## src/design/fixed_block_pool_allocator_unit_macros.svh

```systemverilog
// Assertion shorthands for the pool allocator; clock and reset come from the
// scope that uses them.
`ifndef FIXED_BLOCK_POOL_ALLOCATOR_UNIT_MACROS_SVH
`define FIXED_BLOCK_POOL_ALLOCATOR_UNIT_MACROS_SVH

// Antecedent implies consequent in the same cycle.
`define FBPA_ASSERT_IMPL(label, ante, cons, msg) \
   label: assert property (@(posedge clock) disable iff (reset) (ante) |-> (cons)) \
      else $error(msg);

// Expression must never hold.
`define FBPA_ASSERT_NEVER(label, expr, msg) \
   label: assert property (@(posedge clock) disable iff (reset) !(expr)) \
      else $error(msg);

`endif

```

## src/design/fbpa_pkg.sv

```systemverilog
package fbpa_pkg;

   localparam int ADDR_W        = 32;
   localparam int LEN_W         = 16;
   localparam int BLOCKS_FREE_W = 9;
   localparam int IDX_MAX_W     = 16;
   localparam int CSR_IDX_W     = 8;
   localparam int QUEUE_DEPTH   = 2;

   localparam logic [CSR_IDX_W-1:0] CSR_BASE_ADDRESS = 8'd0;
   localparam logic [CSR_IDX_W-1:0] CSR_BLOCK_BYTES  = 8'd1;

   localparam logic [ADDR_W-1:0] RESET_BASE_ADDRESS = 32'd0;
   localparam logic [LEN_W-1:0]  RESET_BLOCK_BYTES  = 16'd4096;

   typedef enum logic {
      CMD_ALLOC = 1'b0,
      CMD_FREE  = 1'b1
   } cmd_type;

   typedef enum logic [1:0] {
      ST_OK       = 2'd0,
      ST_EMPTY    = 2'd1,
      ST_TOO_BIG  = 2'd2,
      ST_BAD_ADDR = 2'd3
   } status_type;

   // Classified request handed from front to back.
   typedef struct packed {
      cmd_type                command;
      logic                   fault;   // size too big on alloc, bad address on free
      logic [IDX_MAX_W-1:0]   index;   // block index on free
   } fbpa_item_type;

endpackage

```

## src/design/fbpa_if.sv

```systemverilog
interface fbpa_req_if
   import fbpa_pkg::*;
();
   logic              valid;
   logic              ready;
   logic              command;
   logic [ADDR_W-1:0] request_size;
   logic [ADDR_W-1:0] free_address;

   modport source (output valid, command, request_size, free_address, input ready);
   modport sink   (input valid, command, request_size, free_address, output ready);
endinterface

interface fbpa_rsp_if
   import fbpa_pkg::*;
();
   logic                     valid;
   logic                     ready;
   logic [ADDR_W-1:0]        block_address;
   logic [1:0]               status;
   logic [BLOCKS_FREE_W-1:0] blocks_free;

   modport source (output valid, block_address, status, blocks_free, input ready);
   modport sink   (input valid, block_address, status, blocks_free, output ready);
endinterface

interface fbpa_csr_if
   import fbpa_pkg::*;
();
   logic                 valid;
   logic                 ready;
   logic [CSR_IDX_W-1:0] index;
   logic [ADDR_W-1:0]    data;

   modport source (output valid, index, data, input ready);
   modport sink   (input valid, index, data, output ready);
endinterface

```

## src/design/fbpa_div.sv

```systemverilog
module fbpa_div
   import fbpa_pkg::*;
(
   input  logic              clock,
   input  logic              reset,
   input  logic              start,
   input  logic [ADDR_W-1:0] dividend,
   input  logic [LEN_W-1:0]  divisor,
   output logic              done,
   output logic [ADDR_W-1:0] quotient,
   output logic [LEN_W-1:0]  remainder
);

   localparam int STEP_W = $clog2(ADDR_W);

   logic              busy_ff, busy_in;
   logic              done_ff, done_in;
   logic [STEP_W-1:0] step_ff, step_in;
   logic [ADDR_W-1:0] quo_ff, quo_in;
   logic [LEN_W-1:0]  rem_ff, rem_in;
   logic [LEN_W:0]    partial;
   logic [LEN_W:0]    trial;
   logic              fits;

   // Restoring division, one quotient bit per cycle.
   always_comb begin
      partial = {rem_ff, quo_ff[ADDR_W-1]};
      trial   = partial - {1'b0, divisor};
      fits    = (partial >= {1'b0, divisor});
      busy_in = busy_ff;
      done_in = 1'b0;
      step_in = step_ff;
      quo_in  = quo_ff;
      rem_in  = rem_ff;
      if (start) begin
         busy_in = 1'b1;
         step_in = '0;
         quo_in  = dividend;
         rem_in  = '0;
      end else if (busy_ff) begin
         quo_in  = {quo_ff[ADDR_W-2:0], fits};
         rem_in  = fits ? trial[LEN_W-1:0] : partial[LEN_W-1:0];
         step_in = step_ff + STEP_W'(1);
         if (step_ff == STEP_W'(ADDR_W - 1)) begin
            busy_in = 1'b0;
            done_in = 1'b1;
         end
      end
   end

   always_ff @(posedge clock) begin
      if (reset) begin
         busy_ff <= 1'b0;
         done_ff <= 1'b0;
         step_ff <= '0;
      end else begin
         busy_ff <= busy_in;
         done_ff <= done_in;
         step_ff <= step_in;
      end
   end

   always_ff @(posedge clock) begin
      quo_ff <= quo_in;
      rem_ff <= rem_in;
   end

   assign done      = done_ff;
   assign quotient  = quo_ff;
   assign remainder = rem_ff;

endmodule

```

## src/design/fbpa_front.sv

```systemverilog
module fbpa_front
   import fbpa_pkg::*;
#(
   parameter int NUM_BLOCKS = 256
)
(
   input  logic              clock,
   input  logic              reset,
   input  logic              accept_en,
   input  logic [ADDR_W-1:0] base_address,
   input  logic [LEN_W-1:0]  block_bytes,
   fbpa_req_if.sink          req_port,
   output logic              push_valid,
   output fbpa_item_type     push_item,
   input  logic              push_ready
);

   localparam int IDX_W = $clog2(NUM_BLOCKS);

   typedef enum logic [2:0] {
      F_IDLE = 3'b001,
      F_DIV  = 3'b010,
      F_PUSH = 3'b100
   } front_state_type;

   front_state_type   state_ff, state_in;
   fbpa_item_type     item_ff, item_in;
   logic              accept;
   logic              div_start;
   logic              div_done;
   logic [ADDR_W-1:0] div_quo;
   logic [LEN_W-1:0]  div_rem;
   logic [ADDR_W-1:0] offset;

   fbpa_div u_div (
      .clock     (clock),
      .reset     (reset),
      .start     (div_start),
      .dividend  (offset),
      .divisor   (block_bytes),
      .done      (div_done),
      .quotient  (div_quo),
      .remainder (div_rem)
   );

   assign req_port.ready = (state_ff == F_IDLE) && accept_en;
   assign accept         = req_port.valid && req_port.ready;
   assign offset         = req_port.free_address - base_address;
   assign div_start      = accept && (req_port.command == CMD_FREE);

   always_comb begin
      state_in = state_ff;
      item_in  = item_ff;
      case (state_ff)
         F_IDLE: begin
            if (accept) begin
               if (req_port.command == CMD_FREE) begin
                  item_in.command = CMD_FREE;
                  item_in.fault   = 1'b0;
                  item_in.index   = '0;
                  state_in        = F_DIV;
               end else begin
                  item_in.command = CMD_ALLOC;
                  item_in.fault   = (req_port.request_size > ADDR_W'(block_bytes));
                  item_in.index   = '0;
                  state_in        = F_PUSH;
               end
            end
         end
         F_DIV: begin
            if (div_done) begin
               item_in.fault = (block_bytes == '0) || (div_rem != '0) ||
                               (div_quo >= ADDR_W'(NUM_BLOCKS));
               item_in.index = IDX_MAX_W'(div_quo[IDX_W-1:0]);
               state_in      = F_PUSH;
            end
         end
         F_PUSH: begin
            if (push_ready) begin
               state_in = F_IDLE;
            end
         end
         default: begin
            state_in = F_IDLE;
         end
      endcase
   end

   always_ff @(posedge clock) begin
      if (reset) begin
         state_ff <= F_IDLE;
      end else begin
         state_ff <= state_in;
      end
   end

   always_ff @(posedge clock) begin
      item_ff <= item_in;
   end

   assign push_valid = (state_ff == F_PUSH);
   assign push_item  = item_ff;

endmodule

```

## src/design/fbpa_queue.sv

```systemverilog
module fbpa_queue
   import fbpa_pkg::*;
(
   input  logic          clock,
   input  logic          reset,
   input  logic          push_valid,
   input  fbpa_item_type push_item,
   output logic          push_ready,
   output logic          pop_valid,
   output fbpa_item_type pop_item,
   input  logic          pop_ready
);

   localparam int PTR_W  = $clog2(QUEUE_DEPTH);
   localparam int FILL_W = $clog2(QUEUE_DEPTH + 1);

   fbpa_item_type     slot_ff [QUEUE_DEPTH];
   logic [PTR_W-1:0]  wr_ptr_ff, wr_ptr_in;
   logic [PTR_W-1:0]  rd_ptr_ff, rd_ptr_in;
   logic [FILL_W-1:0] fill_ff, fill_in;
   logic              push_fire;
   logic              pop_fire;

   assign push_ready = (fill_ff != FILL_W'(QUEUE_DEPTH));
   assign pop_valid  = (fill_ff != '0);
   assign pop_item   = slot_ff[rd_ptr_ff];
   assign push_fire  = push_valid && push_ready;
   assign pop_fire   = pop_valid && pop_ready;

   always_comb begin
      wr_ptr_in = wr_ptr_ff;
      rd_ptr_in = rd_ptr_ff;
      fill_in   = fill_ff;
      if (push_fire) begin
         wr_ptr_in = (wr_ptr_ff == PTR_W'(QUEUE_DEPTH - 1)) ? '0 : wr_ptr_ff + PTR_W'(1);
      end
      if (pop_fire) begin
         rd_ptr_in = (rd_ptr_ff == PTR_W'(QUEUE_DEPTH - 1)) ? '0 : rd_ptr_ff + PTR_W'(1);
      end
      if (push_fire && !pop_fire) begin
         fill_in = fill_ff + FILL_W'(1);
      end else if (pop_fire && !push_fire) begin
         fill_in = fill_ff - FILL_W'(1);
      end
   end

   always_ff @(posedge clock) begin
      if (reset) begin
         wr_ptr_ff <= '0;
         rd_ptr_ff <= '0;
         fill_ff   <= '0;
      end else begin
         wr_ptr_ff <= wr_ptr_in;
         rd_ptr_ff <= rd_ptr_in;
         fill_ff   <= fill_in;
      end
   end

   always_ff @(posedge clock) begin
      if (push_fire) begin
         slot_ff[wr_ptr_ff] <= push_item;
      end
   end

endmodule

```

## src/design/fbpa_back.sv

```systemverilog
module fbpa_back
   import fbpa_pkg::*;
#(
   parameter int NUM_BLOCKS = 256
)
(
   input  logic              clock,
   input  logic              reset,
   input  logic [ADDR_W-1:0] base_address,
   input  logic [LEN_W-1:0]  block_bytes,
   input  logic              item_valid,
   input  fbpa_item_type     item,
   output logic              item_ready,
   output logic              clearing,
   fbpa_rsp_if.source        rsp_port
);

   localparam int IDX_W = $clog2(NUM_BLOCKS);
   localparam int CNT_W = $clog2(NUM_BLOCKS + 1);

   typedef enum logic [4:0] {
      B_CLEAR     = 5'b00001,
      B_IDLE      = 5'b00010,
      B_ALLOC_RD  = 5'b00100,
      B_FREE_RD   = 5'b01000,
      B_FREE_LINK = 5'b10000
   } back_state_type;

   back_state_type           state_ff, state_in;
   logic [IDX_W-1:0]         head_ff, head_in;
   logic [CNT_W-1:0]         count_ff, count_in;
   logic [IDX_W-1:0]         clr_ff, clr_in;
   logic [IDX_W-1:0]         idx_ff, idx_in;
   logic [ADDR_W-1:0]        product_ff, product_in;
   logic                     out_valid_ff, out_valid_in;
   logic [ADDR_W-1:0]        out_addr_ff, out_addr_in;
   status_type               out_status_ff, out_status_in;
   logic [BLOCKS_FREE_W-1:0] out_free_ff, out_free_in;
   logic [IDX_W-1:0]         link_mem [NUM_BLOCKS];
   logic [IDX_W-1:0]         link_rd_ff;
   logic                     mem_we;
   logic                     mem_re;
   logic [IDX_W-1:0]         mem_waddr;
   logic [IDX_W-1:0]         mem_wdata;
   logic                     out_open;
   logic                     clr_last;
   logic [IDX_W-1:0]         item_idx;
   logic [CNT_W-1:0]         count_up;
   logic [CNT_W-1:0]         count_dn;

   assign out_open   = !out_valid_ff || rsp_port.ready;
   assign clr_last   = (clr_ff == IDX_W'(NUM_BLOCKS - 1));
   assign item_idx   = item.index[IDX_W-1:0];
   assign count_up   = count_ff + CNT_W'(1);
   assign count_dn   = count_ff - CNT_W'(1);
   assign item_ready = (state_ff == B_IDLE) && out_open;
   assign clearing   = (state_ff == B_CLEAR);

   always_comb begin
      state_in      = state_ff;
      head_in       = head_ff;
      count_in      = count_ff;
      clr_in        = clr_ff;
      idx_in        = idx_ff;
      product_in    = product_ff;
      out_valid_in  = out_valid_ff && !rsp_port.ready;
      out_addr_in   = out_addr_ff;
      out_status_in = out_status_ff;
      out_free_in   = out_free_ff;
      mem_we        = 1'b0;
      mem_re        = 1'b0;
      mem_waddr     = head_ff;
      mem_wdata     = idx_ff;
      case (state_ff)
         B_CLEAR: begin
            // Build the initial chain: each block links to the next, last wraps to zero.
            mem_we    = 1'b1;
            mem_waddr = clr_ff;
            mem_wdata = clr_last ? '0 : clr_ff + IDX_W'(1);
            clr_in    = clr_ff + IDX_W'(1);
            if (clr_last) begin
               state_in = B_IDLE;
            end
         end
         B_IDLE: begin
            if (item_valid && out_open) begin
               if (item.command == CMD_ALLOC) begin
                  if (count_ff == '0) begin
                     out_valid_in  = 1'b1;
                     out_addr_in   = '0;
                     out_status_in = ST_EMPTY;
                     out_free_in   = BLOCKS_FREE_W'(count_ff);
                  end else if (item.fault) begin
                     out_valid_in  = 1'b1;
                     out_addr_in   = '0;
                     out_status_in = ST_TOO_BIG;
                     out_free_in   = BLOCKS_FREE_W'(count_ff);
                  end else begin
                     mem_re     = 1'b1;
                     product_in = ADDR_W'(block_bytes) * ADDR_W'(LEN_W'(head_ff));
                     state_in   = B_ALLOC_RD;
                  end
               end else begin
                  if (item.fault || (count_ff == CNT_W'(NUM_BLOCKS))) begin
                     out_valid_in  = 1'b1;
                     out_addr_in   = '0;
                     out_status_in = ST_BAD_ADDR;
                     out_free_in   = BLOCKS_FREE_W'(count_ff);
                  end else if (count_ff == '0) begin
                     head_in       = item_idx;
                     count_in      = count_up;
                     out_valid_in  = 1'b1;
                     out_addr_in   = '0;
                     out_status_in = ST_OK;
                     out_free_in   = BLOCKS_FREE_W'(count_up);
                  end else begin
                     mem_re   = 1'b1;
                     idx_in   = item_idx;
                     state_in = B_FREE_RD;
                  end
               end
            end
         end
         B_ALLOC_RD: begin
            head_in       = link_rd_ff;
            count_in      = count_dn;
            out_valid_in  = 1'b1;
            out_addr_in   = base_address + product_ff;
            out_status_in = ST_OK;
            out_free_in   = BLOCKS_FREE_W'(count_dn);
            state_in      = B_IDLE;
         end
         B_FREE_RD: begin
            mem_we    = 1'b1;
            mem_waddr = head_ff;
            mem_wdata = idx_ff;
            state_in  = B_FREE_LINK;
         end
         B_FREE_LINK: begin
            mem_we        = 1'b1;
            mem_waddr     = idx_ff;
            mem_wdata     = link_rd_ff;
            count_in      = count_up;
            out_valid_in  = 1'b1;
            out_addr_in   = '0;
            out_status_in = ST_OK;
            out_free_in   = BLOCKS_FREE_W'(count_up);
            state_in      = B_IDLE;
         end
         default: begin
            state_in = B_IDLE;
         end
      endcase
   end

   always_ff @(posedge clock) begin
      if (reset) begin
         state_ff     <= B_CLEAR;
         head_ff      <= '0;
         count_ff     <= CNT_W'(NUM_BLOCKS);
         clr_ff       <= '0;
         out_valid_ff <= 1'b0;
      end else begin
         state_ff     <= state_in;
         head_ff      <= head_in;
         count_ff     <= count_in;
         clr_ff       <= clr_in;
         out_valid_ff <= out_valid_in;
      end
   end

   always_ff @(posedge clock) begin
      idx_ff        <= idx_in;
      product_ff    <= product_in;
      out_addr_ff   <= out_addr_in;
      out_status_ff <= out_status_in;
      out_free_ff   <= out_free_in;
   end

   always_ff @(posedge clock) begin
      if (mem_we) begin
         link_mem[mem_waddr] <= mem_wdata;
      end
      if (mem_re) begin
         link_rd_ff <= link_mem[head_ff];
      end
   end

   assign rsp_port.valid         = out_valid_ff;
   assign rsp_port.block_address = out_addr_ff;
   assign rsp_port.status        = out_status_ff;
   assign rsp_port.blocks_free   = out_free_ff;

endmodule

```

## src/design/fixed_block_pool_allocator_unit.sv

```systemverilog
// Fixed-size block pool allocator: hands out and takes back NUM_BLOCKS blocks of
// block_bytes bytes each starting at base_address, keeping free blocks on a linked list
// in an on-chip link memory. Each request beat (allocate or free) yields exactly one
// response beat with the block address, a status and the free-block count. After
// reset the block builds the initial free list and holds req_port.ready low
// meanwhile; CSR writes are taken at any time, but change base_address or block_bytes
// only while no request is in flight. A free passes through the 32-step serial
// divider in the front end that turns the address offset into a block index. A free
// into a non-empty list takes the back end through B_FREE_RD and B_FREE_LINK because
// the link memory has one write port.
`include "fixed_block_pool_allocator_unit_macros.svh"

module fixed_block_pool_allocator_unit
   import fbpa_pkg::*;
#(
   parameter int NUM_BLOCKS = 256
)
(
   input  logic       clock,
   input  logic       reset,
   fbpa_req_if.sink   req_port,
   fbpa_rsp_if.source rsp_port,
   fbpa_csr_if.sink   csr_port
);

   logic [ADDR_W-1:0] base_ff, base_in;
   logic [LEN_W-1:0]  len_ff, len_in;
   logic              push_valid;
   fbpa_item_type     push_item;
   logic              push_ready;
   logic              pop_valid;
   fbpa_item_type     pop_item;
   logic              pop_ready;
   logic              clearing;

   // CSR writes are always taken and registered; unknown indexes drop the beat.
   assign csr_port.ready = 1'b1;

   always_comb begin
      base_in = base_ff;
      len_in  = len_ff;
      if (csr_port.valid) begin
         case (csr_port.index)
            CSR_BASE_ADDRESS: base_in = csr_port.data;
            CSR_BLOCK_BYTES:  len_in  = csr_port.data[LEN_W-1:0];
            default: begin
               base_in = base_ff;
            end
         endcase
      end
   end

   always_ff @(posedge clock) begin
      if (reset) begin
         base_ff <= RESET_BASE_ADDRESS;
         len_ff  <= RESET_BLOCK_BYTES;
      end else begin
         base_ff <= base_in;
         len_ff  <= len_in;
      end
   end

   // Front end: accept the beat, check size, divide the offset into a block index.
   fbpa_front #(
      .NUM_BLOCKS (NUM_BLOCKS)
   ) u_front (
      .clock        (clock),
      .reset        (reset),
      .accept_en    (!clearing),
      .base_address (base_ff),
      .block_bytes  (len_ff),
      .req_port     (req_port),
      .push_valid   (push_valid),
      .push_item    (push_item),
      .push_ready   (push_ready)
   );

   // Short queue so the front can start the next divide while the back works.
   fbpa_queue u_queue (
      .clock      (clock),
      .reset      (reset),
      .push_valid (push_valid),
      .push_item  (push_item),
      .push_ready (push_ready),
      .pop_valid  (pop_valid),
      .pop_item   (pop_item),
      .pop_ready  (pop_ready)
   );

   // Back end: walk and relink the free list, hold the response register.
   fbpa_back #(
      .NUM_BLOCKS (NUM_BLOCKS)
   ) u_back (
      .clock        (clock),
      .reset        (reset),
      .base_address (base_ff),
      .block_bytes  (len_ff),
      .item_valid   (pop_valid),
      .item         (pop_item),
      .item_ready   (pop_ready),
      .clearing     (clearing),
      .rsp_port     (rsp_port)
   );

   // Only a successful allocate carries an address.
   `FBPA_ASSERT_IMPL(a_fail_zero_addr, rsp_port.valid && (rsp_port.status != ST_OK), rsp_port.block_address == '0, "failed response carries an address")
   // An empty pool report must show no free blocks.
   `FBPA_ASSERT_IMPL(a_empty_no_blocks, rsp_port.valid && (rsp_port.status == ST_EMPTY), rsp_port.blocks_free == '0, "pool empty with free blocks left")
   // No request beat may land while the free list is being built.
   `FBPA_ASSERT_NEVER(a_no_accept_clear, clearing && req_port.valid && req_port.ready, "request accepted during list build")

endmodule
```

## src/flat_wrapper.sv

```systemverilog
// flat-port wrapper written by rule: the top's interface ports become plain ports
module fixed_block_pool_allocator_unit_flat import fbpa_pkg::*;
#(
   parameter int NUM_BLOCKS = 256
)
  (clock, reset, req_port_valid, req_port_command, req_port_request_size, req_port_free_address, req_port_ready, rsp_port_valid, rsp_port_block_address, rsp_port_status, rsp_port_blocks_free, rsp_port_ready, csr_port_valid, csr_port_index, csr_port_data, csr_port_ready);
  fbpa_req_if req_port_i ();
  fbpa_rsp_if rsp_port_i ();
  fbpa_csr_if csr_port_i ();
  input  logic clock;
  input  logic reset;
  input wire logic [$bits(req_port_i.valid)-1:0] req_port_valid;
  input wire logic [$bits(req_port_i.command)-1:0] req_port_command;
  input wire logic [$bits(req_port_i.request_size)-1:0] req_port_request_size;
  input wire logic [$bits(req_port_i.free_address)-1:0] req_port_free_address;
  output wire logic [$bits(req_port_i.ready)-1:0] req_port_ready;
  output wire logic [$bits(rsp_port_i.valid)-1:0] rsp_port_valid;
  output wire logic [$bits(rsp_port_i.block_address)-1:0] rsp_port_block_address;
  output wire logic [$bits(rsp_port_i.status)-1:0] rsp_port_status;
  output wire logic [$bits(rsp_port_i.blocks_free)-1:0] rsp_port_blocks_free;
  input wire logic [$bits(rsp_port_i.ready)-1:0] rsp_port_ready;
  input wire logic [$bits(csr_port_i.valid)-1:0] csr_port_valid;
  input wire logic [$bits(csr_port_i.index)-1:0] csr_port_index;
  input wire logic [$bits(csr_port_i.data)-1:0] csr_port_data;
  output wire logic [$bits(csr_port_i.ready)-1:0] csr_port_ready;
  assign req_port_i.valid = req_port_valid;
  assign req_port_i.command = req_port_command;
  assign req_port_i.request_size = req_port_request_size;
  assign req_port_i.free_address = req_port_free_address;
  assign req_port_ready = req_port_i.ready;
  assign rsp_port_valid = rsp_port_i.valid;
  assign rsp_port_block_address = rsp_port_i.block_address;
  assign rsp_port_status = rsp_port_i.status;
  assign rsp_port_blocks_free = rsp_port_i.blocks_free;
  assign rsp_port_i.ready = rsp_port_ready;
  assign csr_port_i.valid = csr_port_valid;
  assign csr_port_i.index = csr_port_index;
  assign csr_port_i.data = csr_port_data;
  assign csr_port_ready = csr_port_i.ready;
  fixed_block_pool_allocator_unit #(.NUM_BLOCKS(NUM_BLOCKS)) u_core (.clock(clock), .reset(reset), .req_port(req_port_i), .rsp_port(rsp_port_i), .csr_port(csr_port_i));
endmodule
```

## config.mk

```make
export PLATFORM = sky130hd
export DESIGN_NAME = fixed_block_pool_allocator_unit_flat
export DESIGN_NICKNAME = d
export VERILOG_FILES = /design/src/design/fbpa_pkg.sv /design/src/design/fbpa_if.sv /design/src/design/fbpa_div.sv /design/src/design/fbpa_front.sv /design/src/design/fbpa_queue.sv /design/src/design/fbpa_back.sv /design/src/design/fixed_block_pool_allocator_unit.sv /design/src/flat_wrapper.sv
export VERILOG_INCLUDE_DIRS = /design/src /design/src/design
export SDC_FILE = /design/constraint.sdc
export NUM_CORES = 2
export LEC_CHECK = 0
export BUFFER_PORTS_ARGS = -buffer_cell sky130_fd_sc_hd__buf_2
export CORE_AREA = 10 10 453 455
export CTS_CLUSTER_DIAMETER = 30
export DETAILED_ROUTE_END_ITERATION = 10
export DIE_AREA = 0 0 463 465
export GPL_TIMING_DRIVEN = 0
export HOLD_SLACK_MARGIN = 0.12
export MAX_ROUTING_LAYER = met4
export PLACE_DENSITY = 0.61
export SLEW_MARGIN = 20
export SYNTH_ARGS = -nofsm -noshare
export SYNTH_HDL_FRONTEND = slang
export SYNTH_SLANG_ARGS = --single-unit
```

## constraint.sdc

```tcl
create_clock -name clock -period 32.5 [get_ports clock]
set_input_delay 1.625 -clock clock [delete_from_list [all_inputs] [get_ports clock]]
set_output_delay 1.625 -clock clock [all_outputs]
set_load 0.05 [all_outputs]
```

# After elaboration in Yosys (flattened, before gate mapping)
# Memory sizes are Yosys's and may differ from the RTL's. A register that Yosys moved wholly into a read port is not among the register bits.
# Cells that the tools add are included.
# Widths: inputs -> output; s select.
dict set report totals {
  mem_bits_rw 2084
  reg_bits 234
  elab_cells 201
  input_bits 110
  n_memories 2
}
# memory depth word_bits read_ports rd_clocked_by_memory_dff write_ports line
set mem_list {}
lappend mem_list {u_core.u_back.link_mem 256 8 1 1 1 fbpa_back.sv:39} ;# logic [IDX_W-1:0] link_mem [NUM_BLOCKS];
lappend mem_list {u_core.u_queue.slot_ff 2 18 1 1 1 fbpa_queue.sv:17} ;# fbpa_item_type slot_ff [QUEUE_DEPTH];
dict set report classes {
  order_cmp 3
  bitwise_logic 5
  n_eq_ne 27
  n_mul 1
  n_addsub 11
  reduce_logical 46
  mux 82
}
# operator n
set ops {}
lappend ops {{$mux 32} 8}
lappend ops {{$pmux 32 s3} 1}
lappend ops {{$mux 9} 9}
lappend ops {{$pmux 9 s3} 2}
lappend ops {{$pmux 8 s2} 3}
lappend ops {{$mux 8} 5}
lappend ops {{$mux 5} 7}
lappend ops {{$mux 17} 2}
lappend ops {{$pmux 17 s2} 1}
lappend ops {{$add 32x24->32} 1}
lappend ops {{$ge 32x9->1 const B} 1}
lappend ops {{$gt 32x16->1} 1}
lappend ops {{$sub 32x32->32} 1}
lappend ops {{$mux 1} 26}
lappend ops {{$mul 16x8->24} 1}
lappend ops {{$reduce_and 5->1} 4}
lappend ops {{$mux 18} 1}
lappend ops {{$ge 17x16->1} 1}
lappend ops {{$logic_not 16->1} 1}
lappend ops {{$mux 16} 1}
lappend ops {{$mux 2} 8}
lappend ops {{$reduce_bool 16->1} 1}
lappend ops {{$sub 16x16->16} 1}
lappend ops {{$pmux 5 s3} 1}
lappend ops {{other kinds (42)} 87}

# Depth between registers and ports, before layout
dict set report logic_depth {
  word_depth 7
  mapped_depth 24
  depth_no_buf 19
}

# By module
# A second synthesis with hierarchy kept.
dict set report hier_totals {
  cells_unflattened 5713
  hier_area_um2 99221.4
}
# module area_per_inst_um2 seq_area_each_um2 cells_each instances
set modules_own_cells {}
lappend modules_own_cells {fbpa_back 89420.8 64612.0 4734 1}
lappend modules_own_cells {fbpa_div 3233.1 1421.4 300 1}
lappend modules_own_cells {fbpa_front 2934.1 360.3 394 1}
lappend modules_own_cells {fixed_block_pool_allocator_unit 2114.5 960.9 205 1}
lappend modules_own_cells {fbpa_queue 1519.0 1181.1 80 1}

# Worst setup path before layout
# No wires, ideal clock.
dict set report synth_timing {
  path_kind {reg-to-reg}
  from {register u_core.u_back.state_ff[1]}
  to {memory u_core.u_back.link_mem[0][7] in the netlist's numbering, data pin}
  t_arrival_ns 11.308
  required_time_ns 30.313
  slack_ns 19.005
  path_stages_with_launch 7
  period_less_slack_ns 13.495
  path_buffers 2
  path_cell_list {dfxtp_1 -> nor2_1 -> and3_1 -> clkbuf_1 -> clkbuf_1 -> o21ai_0 -> o21ai_0}
}
dict set report synth_via {
  elab_chain_len 2
}
# element line
set synth_lines {}
lappend synth_lines {{start, declared} fbpa_back.sv:29} ;# back_state_type state_ff, state_in;
lappend synth_lines {{start signal, assigned} fbpa_back.sv:164} ;# state_ff <= state_in;
lappend synth_lines {{$eq 5x5->1 / $eq 5x1->1 (equally long branches)} fbpa_back.sv:74} ;# case (state_ff)
lappend synth_lines {{$pmux 8 s2 *} fbpa_back.sv:74}
lappend synth_lines {{via u_core.u_back.mem_wdata[7]} fbpa_back.sv:44} ;# logic [IDX_W-1:0] mem_wdata;
lappend synth_lines {{end, declared} fbpa_back.sv:39}
# Mark *: on every way through the listed nets, which the timed path passes. The rest lies on a longest branch.

# Worst setup path in the final report
dict set report layout_timing {
  from {register u_core.u_back.head_ff[1]}
  to {register u_core.u_back.product_ff[22], data pin}
}
dict set report layout_via {
  elab_chain_len 1
}
# element line
set layout_lines {}
lappend layout_lines {{start, declared} fbpa_back.sv:30} ;# logic [IDX_W-1:0] head_ff, head_in;
lappend layout_lines {{start signal, assigned} fbpa_back.sv:165} ;# head_ff <= head_in;
lappend layout_lines {{$mul 16x8->24} fbpa_back.sv:100} ;# product_in = ADDR_W'(block_bytes) * ADDR_W'(LEN_W'(head_ff));
lappend layout_lines {{end signal, assigned} fbpa_back.sv:174} ;# product_ff <= product_in;
lappend layout_lines {{end, declared} fbpa_back.sv:34} ;# logic [ADDR_W-1:0] product_ff, product_in;
# No other way between the ends.
# A chain may end at the register's enable or synchronous reset.

==> qor.log <==
INFO  timing         fin_skew=0.0769ns
INFO  die            floorplan.io_pins=156
INFO  die            fp.dieW=463microns
INFO  pwr            worst_ir_drop_vdd=0.0563mV
INFO  drt            drc=0
INFO  drt            routed-via-count=54300
INFO  timing         finalCritPeriodShare=22.8%
INFO  final_layout   fill_cells=14200
INFO  place          placement.io_buffers=154
INFO  final_layout   multiInputGateArea=0.0277sqmm
INFO  clock_tree     clock_tree_from_tritoncts=built
INFO  clock_tree     clkTransAtPathRegs=0.05ns
INFO  final_layout   seq_area=0.0681sqmm
INFO  critical_path  data_required_time_of_the_critical_path=33.15ns
INFO  grt            via_count_of_the_first_global_routing_pass=55300
INFO  clock_tree     post-cts-setup-buffers=0
INFO  synth          synth_top_area_share=67.6%
INFO  die            dieArea=0.215sqmm
INFO  synth          synth-seq-area-share=69.9%
INFO  synth          post_synth_main_area_contributors=sky130_fd_sc_hd__edfxtp_1 68%, sky130_fd_sc_hd__mux4_2 16%, sky130_fd_sc_hd__dfxtp_1 2.3%, sky130_fd_sc_hd__fa_1 1.8%, sky130_fd_sc_hd__ha_1 1.8%
INFO  pwr            power.static_leakage=39.8nW
INFO  place          detailedPlacementHpwl=189000microns
INFO  pwr            power-per-cell-area=68.8mW/mm^2
INFO  timing         worst_pin_slew=1.32ns
INFO  critical_path  critPathKind=register to register
INFO  critical_path  critical_path.startpoint_type=register
INFO  timing         period_minus_slack=7.41ns
INFO  drt            drt_first_pass_iters=7
INFO  drt            first_iter_violations=5959
INFO  final_layout   final_util=60.8%
INFO  synth          yosys_warnings=0
INFO  hold_path      holdCritPathClass=register to register
INFO  clock_tree     cts.path.max_buffers=4
INFO  synth          synth.cell_area=0.0974sqmm
INFO  flow_run       drv.max_cap_violation_count=0
INFO  timing         finalMaxSlewViolations=0
INFO  synth          async_flop_share=0%
INFO  place          gp_congestion=0.915
INFO  drt            routedWlPerCell=30.3microns
INFO  final_layout   syn2layout_area_growth=22.4%
INFO  synth          yosys.cell_types.count=65
INFO  timing         hold_viol_final=0
INFO  timing         rsz_0062_raised_after_global_routing=false
INFO  synth          synth_seq_cells=2303
INFO  grt            largest_net_degree_at_the_start_of_global_routing=133
INFO  clock_tree     h_tree_levels=5
INFO  run_status     status=completed
INFO  grt            grt_overflow=0
INFO  synth          synth_nets=5619
INFO  synth          post_synth.cell_area_avg=18.4squm
INFO  grt            grt_first_pass_wirelength=393000microns
INFO  grt            grt_util_all_layers=25.8%
INFO  clock_tree     number_of_gates_resized_after_cts=0
INFO  synth          synth-edff-count=2193
INFO  final_layout   final_net_count=6316
INFO  synth          yosys.area.top_type=sky130_fd_sc_hd__edfxtp_1
INFO  clock_tree     clock-sinks=2303
INFO  clock_tree     clk_latency=1.00ns
INFO  synth          synth-main-ff-cell=sky130_fd_sc_hd__edfxtp_1
INFO  clock_tree     tritoncts.num_buffers=462
INFO  critical_path  worst_ep_arrival_time=8.06ns
INFO  drt            antenna_left=0
INFO  grt            antenna_found_initial=11
INFO  drt            post_drt_via_cell_ratio=6.02
INFO  timing         timing.final.setup_violations=0
INFO  critical_path  worstSetupEndpointType=register
INFO  clock_tree     clockRootBuffer=sky130_fd_sc_hd__clkbuf_16
INFO  die            die_h=465microns
INFO  critical_path  crit_path_max_fo=10
INFO  timing         achievable-frequency=135MHz
INFO  timing         max_slew_margin=12.2%
INFO  die            coreArea=0.196sqmm
INFO  synth          syn_inst=5285
INFO  timing         final.setup.tns=0ns
INFO  clock_tree     cts_hold_buf=0
INFO  final_layout   drive_gt1_share=28.2%
INFO  drt            route.final.wire_length=273000microns
INFO  die            placement_rows=163
INFO  die            floorplan.initialDensity=49.6%
Yosys cell counts (21+ instances only):
library cell	instances
sky130_fd_sc_hd__edfxtp_1	2193
sky130_fd_sc_hd__mux4_2	680
sky130_fd_sc_hd__nor2_1	425
sky130_fd_sc_hd__nand2_1	257
sky130_fd_sc_hd__clkbuf_1	208
sky130_fd_sc_hd__inv_1	179
sky130_fd_sc_hd__a21oi_1	144
sky130_fd_sc_hd__ha_1	137
sky130_fd_sc_hd__dfxtp_1	110
sky130_fd_sc_hd__o21ai_0	106
sky130_fd_sc_hd__and2_1	98
sky130_fd_sc_hd__fa_1	87
sky130_fd_sc_hd__xnor2_1	62
sky130_fd_sc_hd__nand3_1	54
sky130_fd_sc_hd__buf_2	43
sky130_fd_sc_hd__mux2i_1	41
sky130_fd_sc_hd__a21o_1	36
sky130_fd_sc_hd__xor2_1	34
sky130_fd_sc_hd__nor2b_1	32
sky130_fd_sc_hd__buf_1	30
sky130_fd_sc_hd__nor3_1	29
sky130_fd_sc_hd__nor4_1	27
sky130_fd_sc_hd__and3_1	26
sky130_fd_sc_hd__nand4_1	21
registers in the layout, indices dropped and copies added, names as in the netlist, 9 cells and up, named ones only:
register	flops
u_core.u_back.rsp_port.blocks_free	9
u_core.u_front.push_item	10
u_core.len_ff	16
u_core.u_front.u_div.remainder	16
u_core.u_queue.slot_ff	20
u_core.u_back.product_ff	24
u_core.u_back.rsp_port.block_address	32
u_core.u_front.u_div.quotient	32
u_core.u_back.link_mem	2048
u_core.u_back.count_ff	9
u_core.base_ff	32
critical path: stages, from the launching register on:
cell                       delay (ns)
sky130_fd_sc_hd__dfxtp_1         0.31
sky130_fd_sc_hd__clkbuf_1        0.54
sky130_fd_sc_hd__clkbuf_1        0.59
sky130_fd_sc_hd__buf_1           0.83
sky130_fd_sc_hd__clkbuf_1        0.48
sky130_fd_sc_hd__nand2_1         0.15
sky130_fd_sc_hd__fa_1            0.52
sky130_fd_sc_hd__inv_1           0.04
sky130_fd_sc_hd__ha_1            0.26
sky130_fd_sc_hd__inv_1           0.05
sky130_fd_sc_hd__fa_1            0.51
sky130_fd_sc_hd__inv_1           0.05
sky130_fd_sc_hd__ha_1            0.26
sky130_fd_sc_hd__a21o_1          0.18
sky130_fd_sc_hd__a21oi_1         0.26
sky130_fd_sc_hd__o21bai_1        0.13
sky130_fd_sc_hd__a21oi_1         0.23
sky130_fd_sc_hd__a31oi_1         0.22
sky130_fd_sc_hd__o41ai_1         0.63
sky130_fd_sc_hd__o21ai_0         0.29
sky130_fd_sc_hd__a311oi_1        0.44
sky130_fd_sc_hd__xnor2_1         0.12
where the power goes:
group	total (mW)	leakage, nW	switching [mW]	internal (mW)
Combinational	0.223	11.1	0.148	0.0750
Clock	4.70	7.52	1.58	3.13
Sequential	3.28	21.2	0.0116	3.27
Total	8.21	39.8	1.74	6.47
worst paths after layout:
path / from / to / slack, ns / cells past startpoint
worst max-delay path: u_core.u_back.head_ff[1] / u_core.u_back.product_ff[22] / 25.09 / 21
worst min-delay path: u_core.u_front.push_item[1] / u_core.u_queue.slot_ff[0][1] / 0.45 / 0
worst max register to register: u_core.u_back.head_ff[1] / u_core.u_back.product_ff[22] / 25.09 / 21
worst min register to register: u_core.u_front.push_item[1] / u_core.u_queue.slot_ff[0][1] / 0.45 / 0
cell families (layout without fill, tap and decap cells):
group,after synthesis,in the layout,share of synthesized area [%]
compound gates,432,432,2.76
xor+xnor,96,96,0.863
fa+ha+maj,224,224,3.55
buf+inv,463,1549,1.86
flops,2303,2303,69.9
mux,731,731,16.3
other cells,1,6,0.00385
simple gates,1035,1035,4.84
cells in the final DEF, fill, tap and decap left out, drive strengths merged, types with 59 or more instances in the layout:
cell and count:
edfxtp 2193, clkbuf 728, mux4 680, nor2 425, buf 305, nand2 257, inv 226, clkinv 170
a21oi 144, ha 137, dfxtp 110, o21ai 106, and2 98, fa 87, xnor2 62, bufinv 61
clkinvlp 59
layer usage:
metal | wire [microns] | global-route usage (%) | vias up
li1 | - | - | 22700
met1 | 110000 | 34.7 | 28500
met2 | 130000 | 39.6 | 2601
met3 | 25700 | 6.35 | 476
met4 | 7960 | 7.33 | 0
met5 | 0 | - | -
layout make-up:
type | instances | share of cell area, %
diodes | 5 | 0.0105
plain buffers | 284 | 0.999
clock buffers | 516 | 10.0
clock inverters | 337 | 3.11
inverters | 179 | 0.570
multi-input cells | 2519 | 23.2
flip-flops and latches | 2303 | 57.1
well taps | 2640 | 2.77
repair buffers | 233 | 2.24
per-stage QoR:
stage | std cells | power (mW) | instance area [sq um] | hold slack [ns] | setup WS, ns
5_1_grt | 9015 | 8.42 | 119000 | 0.466 | 24.72
3_5_place_dp | 8158 | 3.55 | 104000 | 0.440 | 25.36
2_1_floorplan | 5285 | 3.47 | 97400 | 0.421 | 19.01
4_1_cts | 9011 | 8.24 | 119000 | 0.457 | 25.29
6_report | 9016 | 8.21 | 119000 | 0.455 | 25.09
3_3_place_gp | 8079 | 3.57 | 101000 | 0.438 | 4.59
(Power assumes the default switching activity.)
